--- config.mk ---
export PLATFORM = sky130hd
export DESIGN_NAME = skvt_cell
export DESIGN_NICKNAME = d
export VERILOG_FILES = /design/src/hw/rtl/skvt_pkg.sv /design/src/hw/rtl/skvt_cell.sv
export SDC_FILE = /design/constraint.sdc
export NUM_CORES = 1
export LEC_CHECK = 0
export BUFFER_PORTS_ARGS = -buffer_cell sky130_fd_sc_hd__clkbuf_2
export CAP_MARGIN = 10
export CORE_MARGIN = 3
export CORE_UTILIZATION = 29
export CTS_CLUSTER_SIZE = 24
export DETAILED_ROUTE_END_ITERATION = 12
export HOLD_SLACK_MARGIN = 0.03
export SKIP_LAST_GASP = 1
export SLEW_MARGIN = 20
export SYNTH_ARGS = -nofsm -noshare
export SYNTH_HDL_FRONTEND = slang
export SYNTH_SLANG_ARGS = --single-unit
--- constraint.sdc ---
create_clock -name clock -period 3.4 [get_ports clock]
set_input_delay 0.34 -clock clock [delete_from_list [all_inputs] [get_ports clock]]
set_output_delay 0.34 -clock clock [all_outputs]
set_load 0.01 [all_outputs]
--- src/hw/rtl/skvt_pkg.sv ---
// Package for the sorted key/value table: sizes, operation and status codes,
// and the structs passed along the row of cells. No dependencies.

package skvt_pkg;

   localparam int CAPACITY         = 64;
   localparam int KEY_BITS         = 16;
   localparam int KEY_PORT_BITS    = 16;
   localparam int VALUE_BITS       = 16;
   localparam int COUNT_BITS       = $clog2(CAPACITY + 1);
   localparam int ENTRY_COUNT_BITS = 7;

   typedef enum logic [1:0] {
      OP_INSERT = 2'd0,
      OP_FIND   = 2'd1,
      OP_REMOVE = 2'd2,
      OP_CLEAR  = 2'd3
   } op_type;

   typedef enum logic [1:0] {
      ST_DONE    = 2'd0,
      ST_MISSING = 2'd1,
      ST_FULL    = 2'd2
   } status_type;

   typedef logic [KEY_BITS-1:0]   key_type;
   typedef logic [VALUE_BITS-1:0] value_type;
   typedef logic [COUNT_BITS-1:0] count_type;

   // What one cell shows its neighbors
   typedef struct packed {
      logic      valid;
      key_type   key;
      value_type value;
      logic      after;   // entry sits at or after the insert position
      logic      eq;      // entry key matches the command key
   } link_type;

   // Command broadcast to every cell
   typedef struct packed {
      logic      ins;     // insert into a table that is not full
      logic      rem;     // remove, and some entry matches
      logic      clr;     // drop all entries
      key_type   key;
      value_type value;
      logic      gt0;     // head entry key is greater than the command key
      logic      any_gt;  // some entry key is greater than the command key
   } cmd_type;

endpackage

--- src/hw/rtl/skvt_cell.sv ---
// One storage cell of the sorted key/value table: holds one entry and takes
// its neighbor's entry on insert or remove. Uses skvt_pkg.

module skvt_cell (
   input  logic               clock,
   input  logic               reset,
   input  logic               head,
   input  skvt_pkg::cmd_type  cmd,
   input  skvt_pkg::link_type left,
   input  skvt_pkg::link_type right,
   output skvt_pkg::link_type link,
   output logic               gt,
   output skvt_pkg::value_type hit
);

   logic                valid_ff, valid_in;
   skvt_pkg::key_type   key_ff, key_in;
   skvt_pkg::value_type value_ff, value_in;
   logic                ge, eq, after;

   // Compare against the broadcast key
   assign ge    = key_ff >= cmd.key;
   assign eq    = valid_ff && (key_ff == cmd.key);
   assign gt    = valid_ff && (key_ff > cmd.key);
   assign after = valid_ff && (cmd.gt0 || (!head && ge && cmd.any_gt));

   assign link.valid = valid_ff;
   assign link.key   = key_ff;
   assign link.value = value_ff;
   assign link.after = after;
   assign link.eq    = eq;

   // Matches are contiguous: the first one has no matching left neighbor
   assign hit = (eq && !left.eq) ? value_ff : '0;

   // Pick the next entry: hold, empty on clear, shift right on insert, shift left on remove
   always_comb begin
      valid_in = valid_ff;
      key_in   = key_ff;
      value_in = value_ff;
      priority if (cmd.clr) begin
         valid_in = 1'b0;
      end else if (cmd.ins) begin
         if (left.after) begin
            valid_in = 1'b1;
            key_in   = left.key;
            value_in = left.value;
         end else if ((after || !valid_ff) && (head || left.valid)) begin
            valid_in = 1'b1;
            key_in   = cmd.key;
            value_in = cmd.value;
         end
      end else if (cmd.rem && valid_ff && ge) begin
         valid_in = right.valid;
         key_in   = right.key;
         value_in = right.value;
      end
   end

   always_ff @(posedge clock) begin
      if (reset) begin
         valid_ff <= 1'b0;
      end else begin
         valid_ff <= valid_in;
      end
   end

   always_ff @(posedge clock) begin
      key_ff   <= key_in;
      value_ff <= value_in;
   end

endmodule

# After elaboration in Yosys (flattened, before gate mapping)
# Cells that the tools add are included.
[word_totals]
output_inout_bits = 52
ff_bits = 33
wordCells = 40
[classes]
bitwise = 1
eq_ne = 2
n_reduce_logical = 19
n_lt_le_gt_ge = 2
mux = 13
[ops]
columns = ["cell", "n"]
rows = [
  ["$mux 16", 9],
  ["$eq 16x16->1", 1],
  ["$ge 16x16->1", 1],
  ["$gt 16x16->1", 1],
  ["$logic_and 1x1->1", 9],
  ["$mux 1", 4],
  ["$logic_not 1->1", 3],
  ["$logic_or 1x1->1", 3],
  ["$ne 3x1->1 const B", 1],
  ["$reduce_and 3->1", 1],
  ["$reduce_and 2->1", 1],
  ["$reduce_bool 2->1", 1],
  ["$reduce_or 2->1", 1],
  ["$not 1->1", 1],
]

# Logic depth before layout (Yosys ltp)
# Gate-level depths: netlist of run 1.
[logic_depth]
word_depth = 10
depth_mapped = 8

# Worst setup path before layout of run 1
# OpenSTA, ideal clock, no wires.
[synth_timing]
path_type = "flip-flop to flip-flop"
startpoint = "reg key_ff[14]"
endpoint = "reg key_ff[0], enable pin"
t_arrival_ps = 2272
setup_time_ps = 391
required_time_ps = 3009
path_buffers = 0
stages_incl_launch_ff = 6
slack_ps = 737
cell_sequence = "edfxtp_1 > ha_1 > nand4_2 > a2111o_1 > nand4b_1 > o21a_1"
[synth_between]
elab_chain_len = 9
[synth_rtl]
columns = ["item", "line_no", "source"]
rows = [
  ["start, declared", "skvt_cell.sv:17", "skvt_pkg::key_type key_ff, key_in;"],
  ["start signal, assigned", "skvt_cell.sv:69", "key_ff <= key_in;"],
  ["$ge 16x16->1 *", "skvt_cell.sv:22", "assign ge = key_ff >= cmd.key;"],
  ["$logic_and 1x1->1 (2 in series)", "skvt_cell.sv:25", "assign after = valid_ff && (cmd.gt0 || (!head && ge && cmd.any_gt));"],
  ["$logic_or 1x1->1", "skvt_cell.sv:25", ""],
  ["$logic_and 1x1->1", "skvt_cell.sv:25", ""],
  ["$logic_or 1x1->1", "skvt_cell.sv:48", "end else if ((after || !valid_ff) && (head || left.valid)) begin"],
  ["$logic_and 1x1->1", "skvt_cell.sv:48", ""],
  ["$ne 3x1->1 (no line)", "n/a", ""],
  ["$reduce_and 3->1 (no line) *", "n/a", ""],
]
# Mark *: on every way between the ends. The rest lies on a longest branch, timed or not.
# A chain may end at the register's enable or synchronous reset.

# Worst setup path after layout of run 1
[layout_timing]
startpoint = "reg key_ff[14]"
endpoint = "out hit[1]"
[layout_between]
elab_chain_len = 4
[layout_rtl]
columns = ["item", "line_no", "source"]
rows = [
  ["$eq 16x16->1", "skvt_cell.sv:23", "assign eq = valid_ff && (key_ff == cmd.key);"],
  ["$logic_and 1x1->1", "skvt_cell.sv:23", ""],
  ["$logic_and 1x1->1", "skvt_cell.sv:34", "assign hit = (eq && !left.eq) ? value_ff : '0;"],
  ["$mux 16", "skvt_cell.sv:34", ""],
  ["end, declared", "skvt_cell.sv:13", "output skvt_pkg::value_type hit"],
]
# Every way passes these cells.

==> flow_metrics.env, run 1 <==
export IMPL_outcome="complete, no violations"
export IMPL_gp_congestion=0.701
export IMPL_clk_pin_slew_ns=0.07
export IMPL_p_int_w=0.000735
export IMPL_synth_cell_types=32
export IMPL_hp_class="in2reg"
export IMPL_slew_violations=0
export IMPL_netlist_area_sq_um=2330
export IMPL_synthMuxAreaShare_pct=13.8
export IMPL_avgRoutedWirePerCell_microns=13.4
export IMPL_syn_nets=362
export IMPL_crit_path_max_incr_delay_ns=0.56
export IMPL_slew_headroom_pct=54.1
export IMPL_synth_xor_area_share_pct=0
export IMPL_stdcell_count=493
export IMPL_via_count=2249
export IMPL_track_usage_pct=14.2
export IMPL_synth_area_top_cells="edfxtp_1 (41%), mux2i_1 (14%), a21oi_1 (8.8%), ha_1 (8.6%), nor2_1 (5.3%)"
export IMPL_ys_seq_area_share_pct=42.2
export IMPL_ir_drop_mv=0.126
export IMPL_arrival_ns=2.51
export IMPL_yosys_register_bits=33
export IMPL_drive_gt1_share_pct=45.0
export IMPL_post_cts_setup_buffer_count=0
export IMPL_rr_startpoint="key_ff[14]$_DFFE_PP_"
export IMPL_diodes=0
export IMPL_reg2reg_to="key_ff[5]$_DFFE_PP_"
export IMPL_synthArstFlopShare_pct=0
export IMPL_dpl_cell_count=485
export IMPL_fmax_mhz=351
export IMPL_power_w=0.00102
export IMPL_drc=0
export IMPL_grt_overflow=0
export IMPL_start_kind="flop"
export IMPL_grt_max_degree=36
export IMPL_synth_top_cell_by_area="edfxtp_1"
export IMPL_cts_resized=0
export IMPL_area_growth_pct=41.6
export IMPL_num_rows=32
export IMPL_dp_hpwl_mm=5.47
export IMPL_root_buffer="clkbuf_8"
export IMPL_rr_worst_depth=6
export IMPL_seqPwrFrac_pct=48.0
export IMPL_yosys_most_used_dff="edfxtp_1"
export IMPL_finalHoldViolations=0
export IMPL_setup_tns_ns=0
export IMPL_routed_wl_mm=6.59
export IMPL_drt_initial_drc_count=35
export IMPL_initial_utilization_pct=30.0
export IMPL_portBuffers=159
export IMPL_required_ns=3.06
export IMPL_insertion_delay_ns=0.28
export IMPL_grt_pass1_wl_mm=9.82
export IMPL_path_cells="ha_1, nand4_2, nor4_4, nor3b_4, and2_1, clkbuf_2"
export IMPL_cts_tree="yes"
export IMPL_crit_fanout=16
export IMPL_htree_levels=2
export IMPL_place_area_sq_um=3210
export IMPL_ys_warn_count=0
export IMPL_synthAdderAreaFrac_pct=8.60
export IMPL_grt_pass1_vias=2111
export IMPL_synth_top_family_by_area="simple AND/OR/NAND/NOR gates"
export IMPL_core_sq_um=7770
export IMPL_fin_hold_ws_ns=0.221
export IMPL_pwr_share_comb_pct=23.4
export IMPL_die_area_sq_um=9140
export IMPL_rsz0062_at_grt="no"
export IMPL_cts_sinks=33
export IMPL_synthTopCellsByCount="a21oi_1 (41), nor2_1 (33), edfxtp_1 (32), mux2i_1 (32)"
export IMPL_clock_skew_ns=0.00844
export IMPL_ff2ff_setup_slack_ns=0.83
export IMPL_synth_edf_count=32
export IMPL_antenna_left=0
export IMPL_finalCriticalPeriod_ns=2.85
export IMPL_p_sw_w=0.000282
export IMPL_synth_top_area_share_pct=41.3
export IMPL_drv_cap=0
export IMPL_ios=162
export IMPL_startpoint="key_ff[14]$_DFFE_PP_"
export IMPL_via_per_inst=4.56
export IMPL_p_leak_nw=1.70
export IMPL_hold_buffers=0
export IMPL_setup_viol=0
export IMPL_post_route_period_util_pct=83.8
export IMPL_die_h_microns=95.6
export IMPL_design_final_nets=516
export IMPL_pwr_share_clk_pct=28.6
export IMPL_synth_simple_area_share_pct=15.9
export IMPL_slowest_stage="nor3b_4"
export IMPL_cts_buffer_depth=2
export IMPL_numCtsBuffers=5
export IMPL_postSynthAreaPerCell_sq_um=9.86
export IMPL_drt_pass1_iterations=4
export IMPL_fp_dieW_microns=95.6
export IMPL_switching_share_pct=27.7
export IMPL_powerDensity_nw_per_um2=309
export IMPL_cp_endpoint="hit[1]"
export IMPL_synthCells=236
export IMPL_antenna_found_initial=0
export IMPL_end_kind="output pin"
export IMPL_yosys_cell_count_top_type="a21oi_1"
export IMPL_synth_compound_area_share_pct=13.1
export IMPL_final_area_sq_um=3290
export IMPL_worst_slew_pin_slew_ns=0.689
export IMPL_critPathKind="reg2out"
## worst min path at each step
stage / from / endpoint / slack, ns / depth (start not counted)
after floorplan: reset / valid_ff$_SDFFE_PP0P_ / 0.42 / 1
after detailed placement: reset / valid_ff$_SDFFE_PP0P_ / 0.52 / 2
after global placement: reset / valid_ff$_SDFFE_PP0P_ / 0.51 / 2
final: reset / valid_ff$_SDFFE_PP0P_ / 0.22 / 2
after global routing: reset / valid_ff$_SDFFE_PP0P_ / 0.21 / 2
after CTS: reset / valid_ff$_SDFFE_PP0P_ / 0.22 / 2
## power by group through the flow
stage          clock (W)  combinational [W]  sequential [W]
3_3_place_gp           0           0.000239        0.000497
2_1_floorplan          0           0.000119        0.000506
3_5_place_dp           0           0.000244        0.000497
6_report        0.000291           0.000238        0.000488
4_1_cts         0.000304           0.000244        0.000489
5_1_grt         0.000317           0.000271        0.000491
## critical path: cells and delay by family, from the launching register on
kind / cells / cell delay [ns]
adder cells (fa/ha/maj): 1 / 0.33
buffers and inverters: 1 / 0.13
flip-flops: 1 / 0.41
AND/OR/NAND/NOR: 4 / 1.35
## cells in the final DEF (no fill, tap or decap), types with 2 or more instances in the layout
cell type  instances
a21o_1             2
a21oi_1           41
a311oi_1           2
and2_1            18
buf_4              3
clkbuf_2         159
clkbuf_8           5
clkinv_2           2
edfxtp_1          32
ha_1              16
inv_1             18
mux2i_1           32
nand2_1            3
nand4_1            3
nand4_2            2
nor2_1            33
nor2b_1            2
o21ai_0            2
## area by class of cell
class | count | area, sq um
inverters | 18 | 67.6
clock inverters | 2 | 10.0
multi-input cells | 169 | 1200
repair buffers | 163 | 838
clock buffers | 6 | 72.6
well taps | 102 | 128
flip-flops and latches | 33 | 981
fillers | 792 | 4470
## sequential cells by signal, indices dropped and copies added (netlist names)
register  count
value_ff     16
valid_ff      1
key_ff       16
## layer usage
metal  global-route usage (%)  vias up  share of wire (%)
li1                         -     1151                  -
met1                     16.2      999                 38
met2                     25.6       94                 52
met3                     4.34        5                9.0
met4                     3.44        0               0.90
met5                        0        -                  0
## cell families after synthesis
family	after synthesis
and+or+nand+nor	67
AOI/OAI and AO/OA	54
adders and majority gates	16
muxes	32
buffers and inverters	34
DFF	33
## per-stage QoR
step           setup slack (ns)  utilization (%)
2_1_floorplan             0.737                -
3_3_place_gp              0.760             41.3
3_5_place_dp              0.733             41.3
4_1_cts                   0.475             42.4
5_1_grt                   0.292             42.4
6_report                  0.551             42.4
(Power assumes the default switching activity.)
==> run 2: changes to the inputs <==
ABC_AREA = 1   (was default)
clock period = 2.6 ns   (was 3.4 ns; I/O delays follow)
==> flow_metrics.env, run 2 <==
export IMPL_powerDensity_nw_per_um2=418
export IMPL_grt_max_degree=34
export IMPL_design_final_nets=590
export IMPL_fp_dieW_microns=97.3
export IMPL_dp_slack_ns=0.306
export IMPL_utilization_pct=43.3
export IMPL_yosys_register_bits=33
export IMPL_syn_nets=435
export IMPL_path_buf_inv=2
export IMPL_rsz0062_at_grt="no"
export IMPL_ff2ff_setup_slack_ns=0.33
export IMPL_cts_buffer_depth=2
export IMPL_mostFrequentLayoutCell="clkbuf_2"
export IMPL_drt_initial_drc_count=94
export IMPL_htree_levels=2
export IMPL_postSynthAreaPerCell_sq_um=7.83
export IMPL_grt_pass1_wl_mm=11.8
export IMPL_clk_pin_slew_ns=0.07
export IMPL_portBuffers=159
export IMPL_ios=162
export IMPL_avgRoutedWirePerCell_microns=13.1
export IMPL_ir_drop_mv=0.191
export IMPL_yosys_cell_count_top_type="o21ai_0"
export IMPL_cts_resized=0
export IMPL_final_area_sq_um=3430
export IMPL_drv_cap=0
export IMPL_via_per_inst=4.43
export IMPL_grt_pass1_vias=2399
export IMPL_antenna_left=0
export IMPL_synth_top_cell_by_area="edfxtp_1"
export IMPL_synth_edf_count=32
export IMPL_ys_warn_count=0
export IMPL_synthCells=309
export IMPL_slowest_stage="edfxtp_1"
export IMPL_dpl_cell_count=559
export IMPL_core_sq_um=7930
export IMPL_die_area_sq_um=9470
export IMPL_arrival_ns=2.10
export IMPL_slew_headroom_pct=72.1
export IMPL_die_h_microns=97.3
export IMPL_slew_violations=0
export IMPL_start_kind="flop"
export IMPL_stdcell_count=567
export IMPL_critPathTopFamily="simple AND/OR/NAND/NOR gates"
export IMPL_hp_class="in2reg"
export IMPL_synth_top_area_share_pct=39.7
export IMPL_root_buffer="clkbuf_8"
export IMPL_setup_ws_ns=0.242
export IMPL_routed_wl_mm=7.43
export IMPL_gp_congestion=0.823
export IMPL_clock_skew_ns=0.00514
export IMPL_finalCriticalPeriod_ns=2.36
export IMPL_synth_cell_types=26
export IMPL_synthArstFlopShare_pct=0
export IMPL_via_count=2513
export IMPL_crit_fanout=16
export IMPL_worst_slew_pin_slew_ns=0.418
export IMPL_synth_area_top_cells="edfxtp_1 (40%), o21ai_0 (13%), ha_1 (8.3%), nand2_1 (8.2%), nor2_1 (7.4%)"
export IMPL_path_cells="ha_1, nand2_1, inv_2, nand3_1, nor3_2, nand2_2, nor2_4, nand2_8, nor2_1, clkbuf_2"
export IMPL_yosys_most_used_dff="edfxtp_1"
export IMPL_insertion_delay_ns=0.29
export IMPL_ys_seq_area_share_pct=40.6
export IMPL_place_area_sq_um=3310
export IMPL_top_regs="key_ff x16, value_ff x16, valid_ff x1"
export IMPL_fmax_mhz=424
export IMPL_initial_utilization_pct=30.5
export IMPL_post_cts_setup_buffer_count=0
export IMPL_hold_buffers=0
export IMPL_area_growth_pct=41.9
export IMPL_drt_pass1_iterations=5
export IMPL_drive_gt1_share_pct=41.9
export IMPL_dp_hpwl_mm=5.82
export IMPL_outcome="complete, no violations"
export IMPL_p_leak_nw=1.78
export IMPL_post_route_period_util_pct=90.7
export IMPL_finalHoldViolations=0
export IMPL_required_ns=2.34
export IMPL_num_rows=32
export IMPL_track_usage_pct=15.4
export IMPL_cts_sinks=33
export IMPL_drc=0
export IMPL_crit_path_max_incr_delay_ns=0.39
export IMPL_antenna_found_initial=0
export IMPL_synthTopCellsByCount="o21ai_0 (62), nand2_1 (53), nor2_1 (48)"
export IMPL_mostFrequentLayoutCells="clkbuf_2 (159), o21ai_0 (62), nand2_1 (53)"
export IMPL_netlist_area_sq_um=2420
export IMPL_end_kind="output pin"
export IMPL_grt_overflow=0
export IMPL_cts_tree="yes"
export IMPL_numCtsBuffers=5
export IMPL_setup_tns_ns=0
export IMPL_critPathKind="reg2out"
export IMPL_setup_viol=0
export IMPL_diodes=0
==> run 2: logic make-up (layout without fill, tap and decap cells) <==
logic type      Yosys count  after routing  synth area share, %
compound gates           75             75                 15.8
flops                    33             33                 40.6
fa+ha+maj                16             16                 8.28
simple gates            126            126                 25.1
buf+inv                  59            215                 10.3
==> run 2: final cells by class <==
type                            count  area [sq um]
Inverter                           43           161
Tap cell                          102           128
Sequential cell                    33           981
Clock inverter                      2          33.8
Fill cell                         858          4500
Timing Repair Buffer              164           846
Clock buffer                        6          72.6
Multi-Input combinational cell    217          1210
==> run 2: worst paths after layout <==
check             cells past startpoint             startpoint               endpoint
hold / removal                        4                  reset  valid_ff$_SDFFE_PP0P_
hold reg to reg                       2  valid_ff$_SDFFE_PP0P_  valid_ff$_SDFFE_PP0P_
setup reg to reg                     14    key_ff[3]$_DFFE_PP_    key_ff[9]$_DFFE_PP_
setup / recovery                     10    key_ff[3]$_DFFE_PP_                 hit[3]
==> run 2: metal layers <==
layer,vias to the layer above,global-route usage (%),routed length (microns)
met4,0,4.37,102
met3,9,2.66,423
li1,1312,-,-
met2,91,27.3,3670
met5,-,0,0
met1,1101,19.2,3240
==> run 2: metrics by stage <==
| step | hold WS, ns | power (W) |
|---|---|---|
| final | 0.242 | 0.00144 |
| after global routing | 0.245 | 0.00153 |
| after CTS | 0.232 | 0.00146 |
| after detailed placement | 0.537 | 0.000971 |
| after global placement | 0.527 | 0.000966 |
| after floorplan | 0.405 | 0.000813 |
==> run 2: tightest hold or removal path: stages <==
cell	delay, ns
clkbuf_2	0.08
nor2_1	0.04
nand2_1	0.06
nor2_1	0.04
==> run 2: report_power, final <==
part | internal (W) | total, W | switching [W]
Combinational | 0.000141 | 0.000319 | 0.000178
Clock | 0.000283 | 0.000479 | 0.000196
Sequential | 0.000623 | 0.000638 | 0.0000150
